## config.mk

```make
export PLATFORM = sky130hd
export DESIGN_NAME = encoder_lift_move_and_home_sequencer_flat
export DESIGN_NICKNAME = d
export VERILOG_FILES = /design/src/elhs_pkg.sv /design/src/elhs_in_if.sv /design/src/elhs_out_if.sv /design/src/encoder_lift_move_and_home_sequencer.sv /design/src/flat_wrapper.sv
export SDC_FILE = /design/constraint.sdc
export NUM_CORES = 1
export LEC_CHECK = 0
export CORE_AREA = 3 3 200 202
export DETAILED_ROUTE_END_ITERATION = 10
export DIE_AREA = 0 0 203 205
export DONT_BUFFER_PORTS = 1
export GPL_ROUTABILITY_DRIVEN = 0
export MAX_ROUTING_LAYER = met4
export PLACE_DENSITY = 0.67
export SKIP_LAST_GASP = 1
export SLEW_MARGIN = 20
export SYNTH_ARGS = -nofsm -noshare
export SYNTH_HDL_FRONTEND = slang
export SYNTH_SLANG_ARGS = --single-unit
```

## constraint.sdc

```tcl
create_clock -name clk -period 6.3 [get_ports clk]
set_input_delay 0.315 -clock clk [delete_from_list [all_inputs] [get_ports clk]]
set_output_delay 0.315 -clock clk [all_outputs]
set_load 0.01 [all_outputs]
```

## src/elhs_pkg.sv

```systemverilog
// Shared types, codes, constants and helper functions of the lift move and home sequencer.
package elhs_pkg;

	localparam int COUNT_BITS       = 32;
	localparam int DRIVE_FULL_SCALE = 400;

	localparam int WIDE_BITS    = (COUNT_BITS > 32) ? COUNT_BITS : 32;
	localparam int MAG_BITS     = (COUNT_BITS > 31) ? COUNT_BITS : 31;
	localparam int ELAPSED_BITS = 17;
	localparam int DRIVE_BITS   = 10;
	localparam int CLAMP_BITS   = 17;

	localparam logic [ELAPSED_BITS-1:0] ELAPSED_MAX = '1;
	localparam logic signed [CLAMP_BITS-1:0] DRIVE_FS = CLAMP_BITS'(DRIVE_FULL_SCALE);

	localparam logic [15:0] MOVE_TIMEOUT_RESET = 16'd15000;
	localparam logic [15:0] HOME_TIMEOUT_RESET = 16'd30000;
	localparam logic [8:0]  HOME_SPEED_RESET   = 9'd150;
	localparam logic [31:0] SAFE_COUNT_RESET   = 32'd0;

	localparam logic [2:0] CMD_SAMPLE    = 3'd0;
	localparam logic [2:0] CMD_MOVE      = 3'd1;
	localparam logic [2:0] CMD_HOME      = 3'd2;
	localparam logic [2:0] CMD_BELT_RUN  = 3'd3;
	localparam logic [2:0] CMD_BELT_STOP = 3'd4;
	localparam logic [2:0] CMD_ESTOP     = 3'd5;

	localparam logic [2:0] EV_NONE         = 3'd0;
	localparam logic [2:0] EV_MOVE_DONE    = 3'd1;
	localparam logic [2:0] EV_MOVE_TIMEOUT = 3'd2;
	localparam logic [2:0] EV_FAULT        = 3'd3;
	localparam logic [2:0] EV_HOME_DONE    = 3'd4;
	localparam logic [2:0] EV_HOME_TIMEOUT = 3'd5;

	localparam logic [1:0] REG_MOVE_TIMEOUT = 2'd0;
	localparam logic [1:0] REG_HOME_TIMEOUT = 2'd1;
	localparam logic [1:0] REG_HOME_SPEED   = 2'd2;
	localparam logic [1:0] REG_SAFE_COUNT   = 2'd3;

	typedef logic [COUNT_BITS-1:0] count_t;
	typedef logic signed [WIDE_BITS-1:0] wide_t;
	typedef logic signed [DRIVE_BITS-1:0] drive_t;

	function automatic wide_t count_wide(input count_t c);
		return WIDE_BITS'(signed'(c));
	endfunction

	function automatic wide_t safe_wide(input logic signed [31:0] s);
		return WIDE_BITS'(s);
	endfunction

	function automatic count_t safe_to_count(input logic signed [31:0] s);
		wide_t w;
		w = WIDE_BITS'(s);
		return w[COUNT_BITS-1:0];
	endfunction

	function automatic logic [31:0] count_out(input count_t c);
		logic [WIDE_BITS-1:0] w;
		w = WIDE_BITS'(c);
		return w[31:0];
	endfunction

	function automatic logic [MAG_BITS-1:0] count_mag(input count_t c);
		count_t m;
		m = c[COUNT_BITS-1] ? (~c + 1'b1) : c;
		return MAG_BITS'(m);
	endfunction

	function automatic drive_t clamp_drive(input logic signed [CLAMP_BITS-1:0] v);
		logic signed [CLAMP_BITS-1:0] r;
		if (v > DRIVE_FS) begin
			r = DRIVE_FS;
		end else if (v < -DRIVE_FS) begin
			r = -DRIVE_FS;
		end else begin
			r = v;
		end
		return r[DRIVE_BITS-1:0];
	endfunction

endpackage

```

## src/elhs_in_if.sv

```systemverilog
// Input channel of the sequencer: valid, ready and one sample item.
interface elhs_in_if import elhs_pkg::*; ();
	logic         valid;
	logic         ready;
	logic [2:0]   cmd;
	logic         chan_a;
	logic         chan_b;
	logic         ms_tick;
	logic         lift_fault;
	logic         belt_fault;
	logic [30:0]  move_target;
	drive_t       drive_value;

	modport source (
		output valid, cmd, chan_a, chan_b, ms_tick, lift_fault, belt_fault,
		       move_target, drive_value,
		input  ready
	);
	modport sink (
		input  valid, cmd, chan_a, chan_b, ms_tick, lift_fault, belt_fault,
		       move_target, drive_value,
		output ready
	);
endinterface

```

## src/elhs_out_if.sv

```systemverilog
// Result channel of the sequencer: valid, ready and one status item.
interface elhs_out_if import elhs_pkg::*; ();
	logic         valid;
	logic         ready;
	drive_t       lift_drive;
	drive_t       belt_drive;
	logic [31:0]  count_now;
	logic [31:0]  saved_count;
	logic         busy_res;
	logic         halted;
	logic [2:0]   event_res;

	modport source (
		output valid, lift_drive, belt_drive, count_now, saved_count, busy_res, halted,
		       event_res,
		input  ready
	);
	modport sink (
		input  valid, lift_drive, belt_drive, count_now, saved_count, busy_res, halted,
		       event_res,
		output ready
	);
endinterface

```

## src/encoder_lift_move_and_home_sequencer.sv

```systemverilog
// Lift move and home sequencer: encoder counting, move, home, belt and emergency control.
//
// Each transfer on in_ch is one sample of the encoder pins, ms tick, fault pins and a command;
// it produces exactly one status transfer on out_ch via the input and output registers. One
// item per clock is sustained while out_ch is ready: the item is captured in an input
// register, all decoding, command handling and move/home checks are one combinational pass,
// and the result lands in the output register. in_ch.ready drops only while both registers
// hold data that out_ch has not taken. Timeouts, home speed and safe count are written through
// cfg_we, cfg_idx, cfg_data, but only while no item is in flight: a user rule, not enforced.
// After emergency home it reports halted and ignores commands until reset; encoder counts on.
module encoder_lift_move_and_home_sequencer import elhs_pkg::*; (
	input  logic        clk,
	input  logic        arst_n,
	elhs_in_if.sink     in_ch,
	elhs_out_if.source  out_ch,
	input  logic        cfg_we,
	input  logic [1:0]  cfg_idx,
	input  logic [31:0] cfg_data
);

	typedef enum logic [1:0] {MODE_IDLE, MODE_MOVE, MODE_HOME} mode_t;

	// configuration
	logic [15:0]        move_timeout_q;
	logic [15:0]        home_timeout_q;
	logic [8:0]         home_speed_q;
	logic signed [31:0] safe_count_q;

	// input stage
	logic        valid_s1;
	logic [2:0]  cmd_s1;
	logic        chan_a_s1;
	logic        chan_b_s1;
	logic        ms_tick_s1;
	logic        lift_fault_s1;
	logic        belt_fault_s1;
	logic [30:0] move_target_s1;
	drive_t      drive_value_s1;

	// block state
	count_t                  count_q, count_d;
	count_t                  saved_q, saved_d;
	logic                    last_a_q;
	mode_t                   mode_q, mode_d;
	logic [ELAPSED_BITS-1:0] elapsed_q, elapsed_d;
	logic [30:0]             target_q, target_d;
	drive_t                  lift_q, lift_d;
	drive_t                  belt_q, belt_d;
	logic                    home_dir_q, home_dir_d;
	logic                    emerg_q, emerg_d;
	logic                    halt_q, halt_d;
	logic [2:0]              event_d;

	// result stage
	logic        out_valid_s2;
	drive_t      lift_drive_s2;
	drive_t      belt_drive_s2;
	logic [31:0] count_now_s2;
	logic [31:0] saved_count_s2;
	logic        busy_s2;
	logic        halted_s2;
	logic [2:0]  event_s2;

	logic   adv;
	logic   take;
	logic   up;
	logic   do_home;
	logic   going;
	drive_t drv_c;
	drive_t hs_c;
	wide_t  safe_w;
	wide_t  saved_w;
	wide_t  cnt_w;

	assign adv  = valid_s1 && (!out_valid_s2 || out_ch.ready);
	assign take = in_ch.valid && in_ch.ready;
	assign in_ch.ready = !valid_s1 || adv;

	assign out_ch.valid       = out_valid_s2;
	assign out_ch.lift_drive  = lift_drive_s2;
	assign out_ch.belt_drive  = belt_drive_s2;
	assign out_ch.count_now   = count_now_s2;
	assign out_ch.saved_count = saved_count_s2;
	assign out_ch.busy_res    = busy_s2;
	assign out_ch.halted      = halted_s2;
	assign out_ch.event_res   = event_s2;

	assign drv_c   = clamp_drive(CLAMP_BITS'(drive_value_s1));
	assign hs_c    = clamp_drive(CLAMP_BITS'(signed'({1'b0, home_speed_q})));
	assign safe_w  = safe_wide(safe_count_q);
	assign saved_w = count_wide(saved_q);
	assign up      = chan_a_s1 ? !chan_b_s1 : chan_b_s1;

	always_comb begin
		count_d    = count_q;
		saved_d    = saved_q;
		mode_d     = mode_q;
		elapsed_d  = elapsed_q;
		target_d   = target_q;
		lift_d     = lift_q;
		belt_d     = belt_q;
		home_dir_d = home_dir_q;
		emerg_d    = emerg_q;
		halt_d     = halt_q;
		event_d    = EV_NONE;
		do_home    = 1'b0;
		going      = 1'b0;

		if (chan_a_s1 != last_a_q) begin
			count_d = up ? count_q + 1'b1 : count_q - 1'b1;
		end

		if (mode_q != MODE_IDLE && ms_tick_s1 && elapsed_q < ELAPSED_MAX) begin
			elapsed_d = elapsed_q + 1'b1;
		end

		if (!halt_q) begin
			if (cmd_s1 == CMD_ESTOP) begin
				if (!emerg_q) begin
					lift_d  = '0;
					belt_d  = '0;
					do_home = 1'b1;
					emerg_d = 1'b1;
				end
			end else if (mode_q == MODE_IDLE) begin
				case (cmd_s1)
					CMD_MOVE: begin
						count_d   = '0;
						lift_d    = drv_c;
						target_d  = move_target_s1;
						elapsed_d = '0;
						mode_d    = MODE_MOVE;
					end
					CMD_HOME:      do_home = 1'b1;
					CMD_BELT_RUN:  belt_d  = drv_c;
					CMD_BELT_STOP: belt_d  = '0;
					default: ;
				endcase
			end
		end

		if (do_home) begin
			count_d    = saved_q;
			elapsed_d  = '0;
			mode_d     = MODE_HOME;
			home_dir_d = 1'b0;
			if (safe_w < saved_w) begin
				lift_d = hs_c;
			end else if (saved_w < safe_w) begin
				lift_d     = -hs_c;
				home_dir_d = 1'b1;
			end
		end

		cnt_w = count_wide(count_d);

		case (mode_d)
			MODE_MOVE: begin
				if (count_mag(count_d) >= MAG_BITS'(target_d)) begin
					lift_d  = '0;
					saved_d = count_d;
					event_d = EV_MOVE_DONE;
				end else if (elapsed_d > ELAPSED_BITS'(move_timeout_q)) begin
					lift_d  = '0;
					saved_d = count_d;
					event_d = EV_MOVE_TIMEOUT;
				end else if (lift_fault_s1 || belt_fault_s1) begin
					lift_d  = '0;
					belt_d  = '0;
					saved_d = count_d;
					event_d = EV_FAULT;
				end
				if (event_d != EV_NONE) begin
					mode_d = MODE_IDLE;
				end
			end
			MODE_HOME: begin
				going = home_dir_d ? (cnt_w < safe_w) : (safe_w < cnt_w);
				if (!going) begin
					lift_d  = '0;
					count_d = safe_to_count(safe_count_q);
					saved_d = safe_to_count(safe_count_q);
					event_d = EV_HOME_DONE;
				end else if (elapsed_d > ELAPSED_BITS'(home_timeout_q)) begin
					lift_d  = '0;
					event_d = EV_HOME_TIMEOUT;
				end else if (lift_fault_s1 || belt_fault_s1) begin
					lift_d  = '0;
					belt_d  = '0;
					saved_d = count_d;
					event_d = EV_FAULT;
				end
				if (event_d != EV_NONE) begin
					mode_d = MODE_IDLE;
					if (emerg_d) begin
						emerg_d = 1'b0;
						halt_d  = 1'b1;
					end
				end
			end
			default: ;
		endcase
	end

	always_ff @(posedge clk or negedge arst_n) begin
		if (!arst_n) begin
			move_timeout_q <= MOVE_TIMEOUT_RESET;
			home_timeout_q <= HOME_TIMEOUT_RESET;
			home_speed_q   <= HOME_SPEED_RESET;
			safe_count_q   <= SAFE_COUNT_RESET;
		end else if (cfg_we) begin
			case (cfg_idx)
				REG_MOVE_TIMEOUT: move_timeout_q <= cfg_data[15:0];
				REG_HOME_TIMEOUT: home_timeout_q <= cfg_data[15:0];
				REG_HOME_SPEED:   home_speed_q   <= cfg_data[8:0];
				REG_SAFE_COUNT:   safe_count_q   <= cfg_data;
				default: ;
			endcase
		end
	end

	always_ff @(posedge clk or negedge arst_n) begin
		if (!arst_n) begin
			valid_s1 <= 1'b0;
		end else if (in_ch.ready) begin
			valid_s1 <= in_ch.valid;
		end
	end

	always_ff @(posedge clk) begin
		if (take) begin
			cmd_s1         <= in_ch.cmd;
			chan_a_s1      <= in_ch.chan_a;
			chan_b_s1      <= in_ch.chan_b;
			ms_tick_s1     <= in_ch.ms_tick;
			lift_fault_s1  <= in_ch.lift_fault;
			belt_fault_s1  <= in_ch.belt_fault;
			move_target_s1 <= in_ch.move_target;
			drive_value_s1 <= in_ch.drive_value;
		end
	end

	// state and result register
	always_ff @(posedge clk or negedge arst_n) begin
		if (!arst_n) begin
			count_q        <= '0;
			saved_q        <= '0;
			last_a_q       <= 1'b0;
			mode_q         <= MODE_IDLE;
			elapsed_q      <= '0;
			target_q       <= '0;
			lift_q         <= '0;
			belt_q         <= '0;
			home_dir_q     <= 1'b0;
			emerg_q        <= 1'b0;
			halt_q         <= 1'b0;
			lift_drive_s2  <= '0;
			belt_drive_s2  <= '0;
			count_now_s2   <= '0;
			saved_count_s2 <= '0;
			busy_s2        <= 1'b0;
			halted_s2      <= 1'b0;
			event_s2       <= EV_NONE;
			out_valid_s2   <= 1'b0;
		end else begin
			if (adv) begin
				count_q        <= count_d;
				saved_q        <= saved_d;
				last_a_q       <= chan_a_s1;
				mode_q         <= mode_d;
				elapsed_q      <= elapsed_d;
				target_q       <= target_d;
				lift_q         <= lift_d;
				belt_q         <= belt_d;
				home_dir_q     <= home_dir_d;
				emerg_q        <= emerg_d;
				halt_q         <= halt_d;
				lift_drive_s2  <= lift_d;
				belt_drive_s2  <= belt_d;
				count_now_s2   <= count_out(count_d);
				saved_count_s2 <= count_out(saved_d);
				busy_s2        <= (mode_d != MODE_IDLE);
				halted_s2      <= halt_d;
				event_s2       <= event_d;
				out_valid_s2   <= 1'b1;
			end else if (out_ch.ready) begin
				out_valid_s2 <= 1'b0;
			end
		end
	end

endmodule
```

## src/flat_wrapper.sv

```systemverilog
// flat-port wrapper written by rule: the top's interface ports become plain ports
module encoder_lift_move_and_home_sequencer_flat import elhs_pkg::*;
  (clk, arst_n, cfg_we, cfg_idx, cfg_data, in_ch_valid, in_ch_cmd, in_ch_chan_a, in_ch_chan_b, in_ch_ms_tick, in_ch_lift_fault, in_ch_belt_fault, in_ch_move_target, in_ch_drive_value, in_ch_ready, out_ch_valid, out_ch_lift_drive, out_ch_belt_drive, out_ch_count_now, out_ch_saved_count, out_ch_busy_res, out_ch_halted, out_ch_event_res, out_ch_ready);
  elhs_in_if in_ch_i ();
  elhs_out_if out_ch_i ();
  input  logic clk;
  input  logic arst_n;
  input  logic cfg_we;
  input  logic [1:0] cfg_idx;
  input  logic [31:0] cfg_data;
  input wire logic [$bits(in_ch_i.valid)-1:0] in_ch_valid;
  input wire logic [$bits(in_ch_i.cmd)-1:0] in_ch_cmd;
  input wire logic [$bits(in_ch_i.chan_a)-1:0] in_ch_chan_a;
  input wire logic [$bits(in_ch_i.chan_b)-1:0] in_ch_chan_b;
  input wire logic [$bits(in_ch_i.ms_tick)-1:0] in_ch_ms_tick;
  input wire logic [$bits(in_ch_i.lift_fault)-1:0] in_ch_lift_fault;
  input wire logic [$bits(in_ch_i.belt_fault)-1:0] in_ch_belt_fault;
  input wire logic [$bits(in_ch_i.move_target)-1:0] in_ch_move_target;
  input wire logic [$bits(in_ch_i.drive_value)-1:0] in_ch_drive_value;
  output wire logic [$bits(in_ch_i.ready)-1:0] in_ch_ready;
  output wire logic [$bits(out_ch_i.valid)-1:0] out_ch_valid;
  output wire logic [$bits(out_ch_i.lift_drive)-1:0] out_ch_lift_drive;
  output wire logic [$bits(out_ch_i.belt_drive)-1:0] out_ch_belt_drive;
  output wire logic [$bits(out_ch_i.count_now)-1:0] out_ch_count_now;
  output wire logic [$bits(out_ch_i.saved_count)-1:0] out_ch_saved_count;
  output wire logic [$bits(out_ch_i.busy_res)-1:0] out_ch_busy_res;
  output wire logic [$bits(out_ch_i.halted)-1:0] out_ch_halted;
  output wire logic [$bits(out_ch_i.event_res)-1:0] out_ch_event_res;
  input wire logic [$bits(out_ch_i.ready)-1:0] out_ch_ready;
  assign in_ch_i.valid = in_ch_valid;
  assign in_ch_i.cmd = in_ch_cmd;
  assign in_ch_i.chan_a = in_ch_chan_a;
  assign in_ch_i.chan_b = in_ch_chan_b;
  assign in_ch_i.ms_tick = in_ch_ms_tick;
  assign in_ch_i.lift_fault = in_ch_lift_fault;
  assign in_ch_i.belt_fault = in_ch_belt_fault;
  assign in_ch_i.move_target = in_ch_move_target;
  assign in_ch_i.drive_value = in_ch_drive_value;
  assign in_ch_ready = in_ch_i.ready;
  assign out_ch_valid = out_ch_i.valid;
  assign out_ch_lift_drive = out_ch_i.lift_drive;
  assign out_ch_belt_drive = out_ch_i.belt_drive;
  assign out_ch_count_now = out_ch_i.count_now;
  assign out_ch_saved_count = out_ch_i.saved_count;
  assign out_ch_busy_res = out_ch_i.busy_res;
  assign out_ch_halted = out_ch_i.halted;
  assign out_ch_event_res = out_ch_i.event_res;
  assign out_ch_i.ready = out_ch_ready;
  encoder_lift_move_and_home_sequencer u_core (.clk(clk), .arst_n(arst_n), .in_ch(in_ch_i), .out_ch(out_ch_i), .cfg_we(cfg_we), .cfg_idx(cfg_idx), .cfg_data(cfg_data));
endmodule
```

==> results.cfg <==
[clock_tree]
cts_made_buffers = 30
cts.sinks = 266
htree_levels = 1
cts_buffer_depth = 3
clock_latency_ps = 580
clkTransAtPathRegs_ps = 70
cts_tree = built
clockRootBuffer = clkbuf_16

[critical_path]
cp.depth = 23
crit_type = reg -> reg
path_common_cell = buf_4
rr_endpoint = u_core.saved_q[10]$_DFFE_PN0P_
crit_chain = buf_4, or4_1, mux2i_1, o211ai_1, buf_4, or3_1, a21oi_2, mux2i_2, nand4b_1, nand4bb_4, o41ai_4, xnor2_1, ha_1, a2111oi_4, o221ai_2, a211oi_2, o31ai_2, o221ai_4, buf_4, o2111a_2, or2_1, buf_12, a221o_1
r2r_slack_ps = 100
r2r_start = u_core.out_ch.count_now[11]$_DFFE_PN0P_
crit_arrival_ps = 6710
critPathMaxFanout = 24
critPathSlowestCell = or4_1
critPathTopFamily = compound AO/OA/AOI/OAI gates
setup.worst_path.start = u_core.out_ch.count_now[11]$_DFFE_PN0P_
worst-path-buf-inv = 4
start_kind = flip-flop
critPathCaptureType = flip-flop
crit_path_max_incr_delay_ps = 540
worstSetupEndpoint = u_core.saved_q[10]$_DFFE_PN0P_
worst_ep_required_time_ps = 6810
reg2regPathDepth = 23

[logic_synthesis]
postSynth.asyncResetShare = 0.816
syn_inst = 2191
syn_nets = 2413
synthesis.area_um2 = 19200
synth-main-ff-cell = dfrtp_1
ys_seq_area_frac = 0.361
synth.distinct_cells = 89
synth-edff-count = 49
yosys_register_bits = 266
yosysWarnings = 0
syn_avg_cell_area_um2 = 8.75

[die]
dieArea_um2 = 41600
die_h_um = 205
coreArea_um2 = 38500
num_io_pins = 179
die_x_um = 203
initial_utilization = 0.498
rows = 72

[power]
total_power_mw = 12.0
cellLeakagePower_nw = 9.52
max-vdd-ir-drop_mv = 0.328
powerDensity_nw_per_um2 = 530

[grt]
groute.usage.overall = 0.309
antenna_found_initial = 1
overflow = 0
grt_pass1_vias = 17400
grt_pass1_wl_um = 99700
grt_max_degree = 218

[timing]
maxSlewHeadroom = 0.295
finalHoldViolations = 0
fmax_mhz = 161
skew_ps = 18.3
finalSetupTns_ps = 0
slew_violations = 0
setup_viol = 0
finalWorstSetupSlack_ps = 104
worst_pin_slew_ps = 1050
finalCritPeriodShare = 0.983
fin_crit_ps = 6200

[finish]
layout_common_cells = nand2_1, dfrtp_1, o21ai_0, ha_1, inv_1
final_common_cell = nand2_1
drive_above_1_share = 0.145
areaGrowthSynthToFinish_pct = 18.1
layout.nets = 2526
layout.area.seq_um2 = 6920
fill_cells = 3353
multi_input_area_um2 = 11600

[route]
wl_met3_um = 5560
wl_per_cell_um = 22.7
vias = 18100
wl_met1_um = 26400
vias_per_cell = 6.36
totalWireLength_um = 64600
drt_iter0_markers = 1928
drc = 0
top_layer = met4
postRouteAntennaNets = 0
dr.pass1.iters = 6
met2_length_um = 29600

[placement]
dp_worst_setup_slack_ps = -153
io_buffers = 0
hpwl_um = 47300

[run]
drv_cap = 0

[min_path]
hold_path_class = in -> reg

[status]
status = finished clean
## sequential cells by signal, summed over array words and instances (netlist names), 2 cells and up
register	cells
u_core.drive_value_s1	10
u_core.saved_q	32
u_core.move_target_s1	31
u_core.out_ch.event_res	3
u_core.target_q	31
u_core.home_speed_q	9
u_core.lift_q	10
u_core.safe_count_q	32
u_core.mode_q	2
u_core.move_timeout_q	16
u_core.belt_q	10
u_core.cmd_s1	3
u_core.home_timeout_q	16
u_core.elapsed_q	17
u_core.out_ch.count_now	32
## stage by stage
step | util | instance area [um^2] | cells | hold WS [ps]
after global placement | 0.527 | 20300 | 2683 | 36.4
after detailed placement | 0.527 | 20300 | 2683 | 36.2
after global routing | 0.589 | 22700 | 2847 | 24.2
after CTS | 0.576 | 22200 | 2824 | 2.36
final | 0.589 | 22700 | 2847 | 25.5
after floorplan | - | 19200 | 2191 | 19.4
## report_power, final
part / switching (mW) / internal [mW] / leakage (nW) / total [mW]
registers: 0.704 / 2.23 / 3.20 / 2.93
logic: 4.37 / 2.93 / 5.84 / 7.30
clock network: 0.729 / 1.05 / 0.484 / 1.78
## cells in the mapped netlist, types with 18 or more instances
library cell,instances,share of area
nor4_1,19,0.0062
inv_1,131,0.026
mux2i_1,61,0.032
dfstp_2,18,0.025
a21o_1,36,0.014
a21oi_1,109,0.028
dfrtp_1,199,0.26
nand3_1,39,0.010
o21ai_0,182,0.048
nor2_1,101,0.020
nor3_1,66,0.017
edfxtp_1,49,0.077
or4_1,23,0.0090
nand2b_1,24,0.0078
clkbuf_1,106,0.021
a221o_1,25,0.013
o31ai_1,29,0.011
ha_1,134,0.087
nand4_1,49,0.016
mux2_2,61,0.036
nand2_1,293,0.057
xnor2_1,47,0.021
o211ai_1,41,0.016
## logic make-up after synthesis
logic type                 after synthesis  share of synthesized area
muxes                                  123                     0.0685
adders and majority gates              134                     0.0874
xor gates and xnor gates                65                     0.0301
DFF                                    266                      0.361
AOI/OAI and AO/OA                      604                      0.210
and+or+nand+nor                        727                      0.187
buffers and inverters                  272                     0.0564
## layout make-up
class,count,area share
antenna,1,0.000110
clock buffer,43,0.0371
clock inverter,13,0.00641
inverter,132,0.0219
multi-input combinational,1655,0.513
sequential,266,0.306
tap,518,0.0286
timing repair buffer,219,0.0872
## timing repair
| item | 4_1_cts | 5_1_grt |
|---|---|---|
| gates cloned | 0 | 2 |
| endpoints found under the hold margin | 340 | 0 |
| setup buffers | 1 | 19 |
| pin swaps | 1 | 17 |
| hold buffers | 84 | 0 |
| resized for setup | 4 | 58 |
| endpoints found under the setup margin | 30 | 57 |
## worst min path at each step
stage                                           end    startpoint  depth (start not counted)
detailed placement  u_core.target_q[25]$_DFFE_PN0P_        arst_n                          0
finish              u_core.out_ch.valid$_DFFE_PN0P_  out_ch_ready                          2
CTS                 u_core.out_ch.valid$_DFFE_PN0P_  out_ch_ready                          2
global placement    u_core.target_q[25]$_DFFE_PN0P_        arst_n                          0
global route        u_core.out_ch.valid$_DFFE_PN0P_  out_ch_ready                          2
floorplan              u_core.belt_q[0]$_DFFE_PN0P_        arst_n                          0
## routing by layer
layer	up-vias	GRT usage
li1	8297	-
met1	8778	0.405
met2	853	0.482
met3	187	0.0458
met4	0	0.127
met5	-	-
Note: power is estimated with default switching activity, not from simulation.
